`src/hdl/mtds_pkg.sv`:
```
// ----------------------------------------------------------------------------
// mtds_pkg
// Shared widths, constants and request/response types of the TDS converter.
// ----------------------------------------------------------------------------
package mtds_pkg;

  localparam int SAMPLE_COUNT_DEF = 32;

  localparam int SAMPLE_W = 10;
  localparam int REG_W    = 13;
  localparam int TDS_W    = 16;
  localparam int C_W      = 14;   // compensated millivolts
  localparam int K_W      = 15;   // temperature coefficient
  localparam int PROD_W   = 23;   // median times reference
  localparam int SCALED_W = 27;   // millivolts times 10000
  localparam int DVD_W    = 56;   // divider dividend and quotient
  localparam int DVS_W    = 38;   // divider divisor
  localparam int MUL_A_W  = 44;   // signed multiplicand
  localparam int MUL_P_W  = 58;   // signed product
  localparam int RECIP_W  = 43;   // reciprocal of 5^11 and its accumulator
  localparam int X_W      = 42;   // cubic over 2^12 below the saturation bound

  // Register indexes.
  localparam logic REG_REF_MV     = 1'b0;
  localparam logic REG_WATER_TEMP = 1'b1;

  localparam logic [REG_W-1:0] REF_MV_RST     = 13'd5000;
  localparam logic [REG_W-1:0] WATER_TEMP_RST = 13'd2500;

  localparam logic [K_W-1:0]            K_BASE      = 15'd5000;
  localparam logic [C_W-1:0]            SCALE_10K   = 14'd10000;
  localparam logic [C_W-1:0]            COEF_CUBE   = 14'd13342;
  localparam logic signed [MUL_A_W-1:0] COEF_SQUARE = 44'sd25586000;
  localparam logic signed [MUL_A_W-1:0] COEF_LIN    = 44'sd85739000000;

  // The final divisor 2*10^11 is 2^12 * 5^11. The multiplier is the ceiling of
  // 2^68 / 5^11, exact for every dividend below 65536 * 5^11.
  localparam logic [RECIP_W-1:0] RECIP_MUL = 43'd6044629098074;
  localparam logic [43:0]        SAT_LIMIT = 44'd3200000000000;

  typedef struct packed {
    logic              start;
    logic [DVD_W-1:0]  dividend;
    logic [DVS_W-1:0]  divisor;
  } div_req_t;

  typedef struct packed {
    logic              done;
    logic [DVD_W-1:0]  quotient;
  } div_rsp_t;

  typedef struct packed {
    logic                      start;
    logic signed [MUL_A_W-1:0] a;
    logic [C_W-1:0]            b;
  } mul_req_t;

  typedef struct packed {
    logic                      done;
    logic signed [MUL_P_W-1:0] product;
  } mul_rsp_t;

endpackage

```
`src/hdl/mtds_store.sv`:
```
// ----------------------------------------------------------------------------
// mtds_store
// Sample memory: one write port, one read port with registered read data.
// ----------------------------------------------------------------------------
module mtds_store #(
  parameter int DEPTH = mtds_pkg::SAMPLE_COUNT_DEF,
  parameter int AW    = 5
) (
  input  logic                          clk,
  input  logic                          we,
  input  logic [AW-1:0]                 waddr,
  input  logic [mtds_pkg::SAMPLE_W-1:0] wdata,
  input  logic [AW-1:0]                 raddr,
  output logic [mtds_pkg::SAMPLE_W-1:0] rdata
);
  import mtds_pkg::*;

  logic [SAMPLE_W-1:0] mem [DEPTH];

  always_ff @(posedge clk) begin
    if (we) begin
      mem[waddr] <= wdata;
    end
  end

  always_ff @(posedge clk) begin
    rdata <= mem[raddr];
  end

endmodule

```
`src/hdl/mtds_div.sv`:
```
// ----------------------------------------------------------------------------
// mtds_div
// Restoring divider, one quotient bit per cycle, truncating.
// ----------------------------------------------------------------------------
module mtds_div (
  input  logic               clk,
  input  logic               rst,
  input  mtds_pkg::div_req_t req,
  output mtds_pkg::div_rsp_t rsp
);
  import mtds_pkg::*;

  localparam int STEP_W = $clog2(DVD_W);

  logic              busy;
  logic              done;
  logic [STEP_W-1:0] step;
  logic [DVD_W-1:0]  dvd;
  logic [DVS_W-1:0]  divisor;
  logic [DVS_W-1:0]  rem;
  logic [DVD_W-1:0]  quo;
  logic [DVS_W:0]    rem_sh;
  logic              geq;
  logic [DVS_W-1:0]  rem_next;

  // The remainder stays below the divisor, so dropping the top bit is safe.
  assign rem_sh   = {rem, dvd[DVD_W-1]};
  assign geq      = rem_sh >= {1'b0, divisor};
  assign rem_next = geq ? DVS_W'(rem_sh - {1'b0, divisor}) : rem_sh[DVS_W-1:0];

  always_ff @(posedge clk) begin
    if (rst) begin
      busy <= 1'b0;
      done <= 1'b0;
    end else begin
      done <= 1'b0;
      if (req.start) begin
        busy    <= 1'b1;
        step    <= '0;
        dvd     <= req.dividend;
        divisor <= req.divisor;
        rem     <= '0;
      end else if (busy) begin
        rem  <= rem_next;
        quo  <= {quo[DVD_W-2:0], geq};
        dvd  <= dvd << 1;
        step <= step + 1'b1;
        if (step == STEP_W'(DVD_W - 1)) begin
          busy <= 1'b0;
          done <= 1'b1;
        end
      end
    end
  end

  assign rsp.done     = done;
  assign rsp.quotient = quo;

endmodule

```
`src/hdl/mtds_mul.sv`:
```
// ----------------------------------------------------------------------------
// mtds_mul
// Shift-and-add multiplier: signed multiplicand, unsigned 14-bit multiplier.
// ----------------------------------------------------------------------------
module mtds_mul (
  input  logic               clk,
  input  logic               rst,
  input  mtds_pkg::mul_req_t req,
  output mtds_pkg::mul_rsp_t rsp
);
  import mtds_pkg::*;

  localparam int STEP_W = $clog2(C_W);

  logic                      busy;
  logic                      done;
  logic [STEP_W-1:0]         step;
  logic signed [MUL_P_W-1:0] acc;
  logic signed [MUL_P_W-1:0] a_sh;
  logic [C_W-1:0]            b_sh;

  always_ff @(posedge clk) begin
    if (rst) begin
      busy <= 1'b0;
      done <= 1'b0;
    end else begin
      done <= 1'b0;
      if (req.start) begin
        busy <= 1'b1;
        step <= '0;
        acc  <= '0;
        a_sh <= {{(MUL_P_W - MUL_A_W){req.a[MUL_A_W-1]}}, req.a};
        b_sh <= req.b;
      end else if (busy) begin
        if (b_sh[0]) begin
          acc <= acc + a_sh;
        end
        a_sh <= a_sh <<< 1;
        b_sh <= b_sh >> 1;
        step <= step + 1'b1;
        if (step == STEP_W'(C_W - 1)) begin
          busy <= 1'b0;
          done <= 1'b1;
        end
      end
    end
  end

  assign rsp.done    = done;
  assign rsp.product = acc;

endmodule

```
`src/hdl/median_tds_converter.sv`:
```
// Computation: from the last sample of a batch to its result, mostly ten radix
//   passes over the store.
// Throughput: one sample per cycle while a batch fills; the input stalls during
//   the computation and while a result waits.
// Reset: fill count cleared, registers to 5000 mV and 25.00 C, no result.
// ----------------------------------------------------------------------------
// median_tds_converter
// Batch median of ADC samples by radix selection over the sample memory,
// followed by temperature compensation and the cubic TDS conversion.
// ----------------------------------------------------------------------------
module median_tds_converter #(
  parameter int SAMPLE_COUNT = mtds_pkg::SAMPLE_COUNT_DEF
) (
  input  logic                          clk,
  input  logic                          rst,
  input  logic                          cfg_wr_en,
  input  logic                          cfg_index,
  input  logic [mtds_pkg::REG_W-1:0]    cfg_data,
  input  logic                          in_valid,
  output logic                          in_stall,
  input  logic [mtds_pkg::SAMPLE_W-1:0] adc_sample,
  output logic                          out_valid,
  input  logic                          out_stall,
  output logic [mtds_pkg::TDS_W-1:0]    tds_ppm,
  output logic [mtds_pkg::SAMPLE_W-1:0] median_raw,
  output logic                          saturated
);
  import mtds_pkg::*;

  localparam int AW = (SAMPLE_COUNT > 1) ? $clog2(SAMPLE_COUNT) : 1;
  localparam int CW = $clog2(SAMPLE_COUNT + 1);
  localparam logic [AW-1:0] LAST_ADDR = AW'(SAMPLE_COUNT - 1);
  localparam logic [CW-1:0] K_LO = CW'((SAMPLE_COUNT - 1) / 2);
  localparam logic [CW-1:0] K_HI = CW'(SAMPLE_COUNT / 2);
  localparam logic [3:0]    TOP_BIT = 4'(SAMPLE_W - 1);
  localparam int            NUM_LO = 12;
  localparam int            Q_LO   = 26;

  typedef enum logic [9:0] {
    S_FILL  = 10'b0000000001,
    S_SCAN  = 10'b0000000010,
    S_MV    = 10'b0000000100,
    S_SCALE = 10'b0000001000,
    S_DIV1  = 10'b0000010000,
    S_POLY  = 10'b0000100000,
    S_MUL2  = 10'b0001000000,
    S_MUL3  = 10'b0010000000,
    S_DIV2  = 10'b0100000000,
    S_OUT   = 10'b1000000000
  } state_t;

  state_t state;

  logic [REG_W-1:0] ref_mv;
  logic [REG_W-1:0] water_temp;

  logic [AW-1:0]       fill_count;
  logic [AW-1:0]       rd_addr;
  logic                issuing;
  logic                rd_valid;
  logic                rd_last;
  logic [SAMPLE_W-1:0] rdata;
  logic [3:0]          bit_idx;
  logic [CW-1:0]       cnt_lo, cnt_hi, k_lo, k_hi;
  logic [SAMPLE_W-1:0] pre_lo, pre_hi;
  logic                launch;

  logic [SAMPLE_W-1:0]       median;
  logic [PROD_W-1:0]         prod;
  logic [SCALED_W-1:0]       scaled;
  logic [C_W-1:0]            cmv;
  logic signed [MUL_A_W-1:0] poly_a;
  logic [X_W-1:0]            rx;
  logic [RECIP_W-1:0]        racc;
  logic [5:0]                rstep;
  logic                      tds_sat;

  div_req_t div_req;
  div_rsp_t div_rsp;
  mul_req_t mul_req;
  mul_rsp_t mul_rsp;

  logic                in_acc;
  logic [SAMPLE_W:0]   low_ones;
  logic [SAMPLE_W-1:0] hi_mask;
  logic                hit_lo, hit_hi;
  logic [CW-1:0]       cnt_lo_sum, cnt_hi_sum;
  logic [SAMPLE_W:0]   med_sum;
  logic [K_W-1:0]      kcoef;
  logic [27:0]         cube_term;
  logic [RECIP_W:0]    racc_sum;

  assign in_stall = rst || (state != S_FILL);
  assign in_acc   = in_valid && !in_stall;

  mtds_store #(.DEPTH(SAMPLE_COUNT), .AW(AW)) u_store (
    .clk   (clk),
    .we    (in_acc),
    .waddr (fill_count),
    .wdata (adc_sample),
    .raddr (rd_addr),
    .rdata (rdata)
  );

  // A sample counts for a selector when it shares the prefix found so far
  // and has a zero in the bit under test.
  assign low_ones   = (11'(2) << bit_idx) - 11'(1);
  assign hi_mask    = ~low_ones[SAMPLE_W-1:0];
  assign hit_lo     = (((rdata ^ pre_lo) & hi_mask) == '0) && !rdata[bit_idx];
  assign hit_hi     = (((rdata ^ pre_hi) & hi_mask) == '0) && !rdata[bit_idx];
  assign cnt_lo_sum = cnt_lo + CW'(hit_lo);
  assign cnt_hi_sum = cnt_hi + CW'(hit_hi);

  assign med_sum   = {1'b0, pre_lo} + {1'b0, pre_hi};
  assign kcoef     = K_BASE + K_W'({water_temp, 1'b0});
  assign cube_term = 28'(COEF_CUBE) * 28'(cmv);

  // Serial reciprocal multiply, least significant bit first; the accumulator
  // keeps only the bits above those already shifted out.
  assign racc_sum = {1'b0, racc} + {1'b0, (rx[0] ? RECIP_MUL : '0)};

  assign div_req.start    = launch && (state == S_DIV1);
  assign div_req.dividend = DVD_W'(scaled);
  assign div_req.divisor  = DVS_W'(kcoef);

  assign mul_req.start = launch && ((state == S_MUL2) || (state == S_MUL3));
  assign mul_req.a     = poly_a;
  assign mul_req.b     = cmv;

  mtds_div u_div (
    .clk (clk),
    .rst (rst),
    .req (div_req),
    .rsp (div_rsp)
  );

  mtds_mul u_mul (
    .clk (clk),
    .rst (rst),
    .req (mul_req),
    .rsp (mul_rsp)
  );

  always_ff @(posedge clk) begin
    if (rst) begin
      ref_mv     <= REF_MV_RST;
      water_temp <= WATER_TEMP_RST;
    end else if (cfg_wr_en) begin
      case (cfg_index)
        REG_REF_MV:     ref_mv     <= cfg_data;
        REG_WATER_TEMP: water_temp <= cfg_data;
        default:        ref_mv     <= ref_mv;
      endcase
    end
  end

  always_ff @(posedge clk) begin
    if (rst) begin
      state      <= S_FILL;
      fill_count <= '0;
      issuing    <= 1'b0;
      rd_valid   <= 1'b0;
      rd_last    <= 1'b0;
      launch     <= 1'b0;
      out_valid  <= 1'b0;
    end else begin
      launch   <= 1'b0;
      rd_valid <= issuing;
      rd_last  <= issuing && (rd_addr == LAST_ADDR);
      if (issuing) begin
        if (rd_addr == LAST_ADDR) begin
          issuing <= 1'b0;
        end else begin
          rd_addr <= rd_addr + 1'b1;
        end
      end
      if ((state == S_OUT) && (!out_valid || !out_stall)) begin
        out_valid <= 1'b1;
      end else if (out_valid && !out_stall) begin
        out_valid <= 1'b0;
      end

      case (state)
        S_FILL: begin
          if (in_acc) begin
            if (fill_count == LAST_ADDR) begin
              fill_count <= '0;
              pre_lo     <= '0;
              pre_hi     <= '0;
              k_lo       <= K_LO;
              k_hi       <= K_HI;
              cnt_lo     <= '0;
              cnt_hi     <= '0;
              bit_idx    <= TOP_BIT;
              issuing    <= 1'b1;
              rd_addr    <= '0;
              state      <= S_SCAN;
            end else begin
              fill_count <= fill_count + 1'b1;
            end
          end
        end
        S_SCAN: begin
          if (rd_valid) begin
            if (rd_last) begin
              cnt_lo <= '0;
              cnt_hi <= '0;
              if (k_lo >= cnt_lo_sum) begin
                pre_lo <= pre_lo | (SAMPLE_W'(1) << bit_idx);
                k_lo   <= k_lo - cnt_lo_sum;
              end
              if (k_hi >= cnt_hi_sum) begin
                pre_hi <= pre_hi | (SAMPLE_W'(1) << bit_idx);
                k_hi   <= k_hi - cnt_hi_sum;
              end
              if (bit_idx == 4'd0) begin
                state <= S_MV;
              end else begin
                bit_idx <= bit_idx - 1'b1;
                issuing <= 1'b1;
                rd_addr <= '0;
              end
            end else begin
              cnt_lo <= cnt_lo_sum;
              cnt_hi <= cnt_hi_sum;
            end
          end
        end
        S_MV: begin
          median <= med_sum[SAMPLE_W:1];
          prod   <= PROD_W'(med_sum[SAMPLE_W:1]) * PROD_W'(ref_mv);
          state  <= S_SCALE;
        end
        S_SCALE: begin
          scaled <= SCALED_W'(prod[PROD_W-1:10]) * SCALED_W'(SCALE_10K);
          launch <= 1'b1;
          state  <= S_DIV1;
        end
        S_DIV1: begin
          if (div_rsp.done) begin
            cmv   <= div_rsp.quotient[C_W-1:0];
            state <= S_POLY;
          end
        end
        S_POLY: begin
          poly_a <= signed'(MUL_A_W'(cube_term)) - COEF_SQUARE;
          launch <= 1'b1;
          state  <= S_MUL2;
        end
        S_MUL2: begin
          if (mul_rsp.done) begin
            poly_a <= mul_rsp.product[MUL_A_W-1:0] + COEF_LIN;
            launch <= 1'b1;
            state  <= S_MUL3;
          end
        end
        S_MUL3: begin
          if (mul_rsp.done) begin
            // The cubic is positive for every positive input. Its low
            // twelve bits never reach the quotient.
            rx      <= mul_rsp.product[X_W+NUM_LO-1:NUM_LO];
            tds_sat <= mul_rsp.product[DVD_W-1:NUM_LO] >= SAT_LIMIT;
            racc    <= '0;
            rstep   <= '0;
            state   <= S_DIV2;
          end
        end
        S_DIV2: begin
          racc  <= racc_sum[RECIP_W:1];
          rx    <= rx >> 1;
          rstep <= rstep + 1'b1;
          if (rstep == 6'(X_W - 1)) begin
            state <= S_OUT;
          end
        end
        S_OUT: begin
          if (!out_valid || !out_stall) begin
            tds_ppm    <= tds_sat ? '1 : racc[Q_LO+TDS_W-1:Q_LO];
            saturated  <= tds_sat;
            median_raw <= median;
            state      <= S_FILL;
          end
        end
        default: state <= S_FILL;
      endcase
    end
  end

  a_fill_range: assert property (@(posedge clk) disable iff (rst)
    fill_count <= LAST_ADDR)
    else $error("fill count beyond the batch size");

  a_prefix_order: assert property (@(posedge clk) disable iff (rst)
    (state == S_MV) |-> (pre_lo <= pre_hi))
    else $error("lower middle sample above upper middle sample");

  a_sat_clamp: assert property (@(posedge clk) disable iff (rst)
    (out_valid && saturated) |-> (tds_ppm == '1))
    else $error("saturated result not clamped");

  a_no_write_in_scan: assert property (@(posedge clk) disable iff (rst)
    (issuing || rd_valid) |-> !in_acc)
    else $error("sample written during a memory scan");

endmodule

```
`config.mk`:
```
export PLATFORM = sky130hd
export DESIGN_NAME = median_tds_converter
export DESIGN_NICKNAME = d
export VERILOG_FILES = /design/src/hdl/mtds_pkg.sv /design/src/hdl/mtds_store.sv /design/src/hdl/mtds_div.sv /design/src/hdl/mtds_mul.sv /design/src/hdl/median_tds_converter.sv
export SDC_FILE = /design/constraint.sdc
export NUM_CORES = 2
export LEC_CHECK = 0
export ABC_CLOCK_PERIOD_IN_PS = 12400
export BUFFER_PORTS_ARGS = -buffer_cell sky130_fd_sc_hd__buf_2
export CORE_MARGIN = 10
export CORE_UTILIZATION = 35
export DETAILED_ROUTE_END_ITERATION = 16
export PLACE_DENSITY_LB_ADDON = 0.05
export SLEW_MARGIN = 15
export SYNTH_ARGS = -nofsm -noshare
export SYNTH_HDL_FRONTEND = slang
export SYNTH_HIERARCHICAL = 1
export SYNTH_SLANG_ARGS = --single-unit
```
`constraint.sdc`:
```
create_clock -name clk -period 12.4 [get_ports clk]
set_input_delay 1.86 -clock clk [delete_from_list [all_inputs] [get_ports clk]]
set_output_delay 1.86 -clock clk [all_outputs]
set_load 0.05 [all_outputs]
```
==> results_dict.tcl <==
set metrics [dict create \
    finalCritPeriodShare 0.653 \
    fmax_ghz 0.124 \
    hold_class "register to register" \
    io_buffers 57 \
    hold_viol_final 0 \
    p_clk_frac 0.434 \
    cts_resized 0 \
    ant_nets 0 \
    ir_drop_uv 106 \
    crit_path_start_kind "register" \
    antenna_found_initial 2 \
    cts_root_buffer "clkbuf_16" \
    cts_buffers 114 \
    start_util 0.351 \
    cts_tree "yes" \
    setup_viol 0 \
    worst_pin_slew_ns 1.18 \
    maxCapViolations 0 \
    hp-start "u_div/quo[13]" \
    critPathMaxFanout 14 \
    syn_inst 4754 \
    core_area_um2 158000 \
    nFillCells 15400 \
    cpPeakStageDelay_ns 0.54 \
    num_vias 35100 \
    clock_path_buffers 3 \
    drt_iter0_markers 1964 \
    leakage_nw 24.0 \
    ys_warn_count 6 \
    netlist_area_um2 55600 \
    gr-total-overflow 0 \
    post-route-drc-count 0 \
    p_switching_mw 1.84 \
    cts.sink_count 937 \
    syn_avg_cell_area_um2 11.7 \
    place.gp.congestion 0.766 \
    finClkSkew_ns 0.0583 \
    grt_usage 0.155 \
    finalPower_mw 7.51 \
    pwr-share-comb 0.099 \
    seqPwrFrac 0.467 \
    rrSetupSlack_ns 4.31 \
    areaGrowthSynthToFinish_pct 11.2 \
    grt_pass1_wl_um 216000 \
    slowest_stage "fa_1" \
    layout_setup_ws_ns 4.31 \
    dp_hpwl_um 94400 \
    clk_pin_slew_worst_paths_ns 0.06 \
    path_common_cell "fa_1" \
    die_h_um 419 \
    design.die.area_um2 175000 \
    fin_crit_ns 8.09 \
    postCtsSetupBuffers 0 \
    clk_latency_ns 0.78 \
    end_kind "register" \
    ios 58 \
    placed_area_um2 58100 \
    min_path_cells 0 \
    finalCoreUtilization 0.391 \
    rsz0062_at_grt "false" \
    reg2reg_depth 32 \
    drtPass1Iterations 5 \
    vias_per_cell 5.02 \
    design_area_um2 61800 \
    crit_type "register to register" \
    grt_max_degree 145 \
    swShare 0.246 \
    setup_tns_ns 0 \
    status "completed" \
    cellPowerDensity_nw_per_um2 121 \
    p_int_mw 5.66 \
    cp.required_ns 12.90 \
    drt-total-wl_um 137000 \
    fp.dieW_um 419 \
    num_rows 146 \
    r2r_start "pre_lo[0]" \
    drive_above_1_share 0.110 \
    multiInputGateArea_um2 25900 \
    first_global_vias 36000 \
    layout.nets 5411 \
    arrival_ns 8.59 \
    slew_violations 0 \
    r2r-end "prod[22]" \
    h-tree-depth 3 \
    hold_buffers 0 \
    dp_slack_ns 4.29 \
    max-slew-margin-rel 0.209 \
    seqCellArea_um2 27500 \
    wl_per_cell_um 19.6 \
    hold_end "cmv[13]" \
]
[worst max path at each step]
stage	slack (ns)	startpoint	cells after the start	to
floorplan	4.84	pre_lo[0]	33	prod[22]
global placement	4.26	pre_lo[0]	32	prod[22]
detailed placement	4.29	pre_lo[0]	32	prod[22]
CTS	4.23	pre_lo[0]	32	prod[22]
global route	3.75	pre_lo[0]	33	prod[22]
finish	4.31	pre_lo[0]	32	prod[22]
[worst max-delay path: cells and delay by family, from the launching register on]
family,cells,cell delay (ns)
AND/OR/NAND/NOR,8,1.14
AO/OA/AOI/OAI,13,2.72
buffers and inverters,3,0.14
adder cells (fa/ha/maj),7,3.34
XOR/XNOR,1,0.07
flip-flops,1,0.37
[flip-flops by register name, summed over array words and instances (netlist names), 13 cells and up]
name,flops
u_div/quo,14
prod,13
racc,42
poly_a,44
u_div/dvd,56
u_store/mem,320
u_mul/a_sh,56
u_mul/acc,56
rx,42
u_div/rem,38
tds_ppm,16
u_div/divisor,38
scaled,23
ref_mv,13
u_mul/b_sh,14
cmv,14
water_temp,13
[metal layers]
layer / track usage / share of wire
met4: 0.0402 / 0.025
met3: 0.0218 / 0.028
met1: 0.219 / 0.49
met5: 0 / 0
met2: 0.249 / 0.46
[layout by cell type, fill, tap and decap left out, drive strengths merged, types with 89 or more instances in the layout]
cell type  instances
edfxtp           877
inv              385
ha               381
nor2             369
nand2            342
a21oi            270
mux2i            181
o21ai            168
fa               164
mux2             156
clkbuf           152
xnor2            146
xor2             123
nand3            111
buf              108
and2              89
[stage by stage]
| step | instances | hold slack (ns) |
|---|---|---|
| after floorplan | 4810 | 0.400 |
| after global placement | 6793 | 0.402 |
| after detailed placement | 6793 | 0.410 |
| after CTS | 7005 | 0.424 |
| after global routing | 7005 | 0.431 |
| final | 7006 | 0.418 |
[power by group through the flow]
| stage | clock (mW) | combinational, mW | sequential [mW] |
|---|---|---|---|
| after global placement | 0 | 0.760 | 3.57 |
| after CTS | 3.39 | 0.764 | 3.50 |
| final | 3.26 | 0.742 | 3.50 |
| after floorplan | 0 | 0.587 | 3.56 |
| after global routing | 3.51 | 0.879 | 3.50 |
| after detailed placement | 0 | 0.755 | 3.57 |
[area by class of cell]
type | count | area share
Sequential cell | 937 | 0.445
Multi-Input combinational cell | 3295 | 0.419
Clock buffer | 152 | 0.0501
Tap cell | 2072 | 0.0419
Inverter | 381 | 0.0231
Timing Repair Buffer | 108 | 0.0113
Clock inverter | 60 | 0.00923
Antenna cell | 1 | 0.0000405
Power figures use the tool's default switching activity.
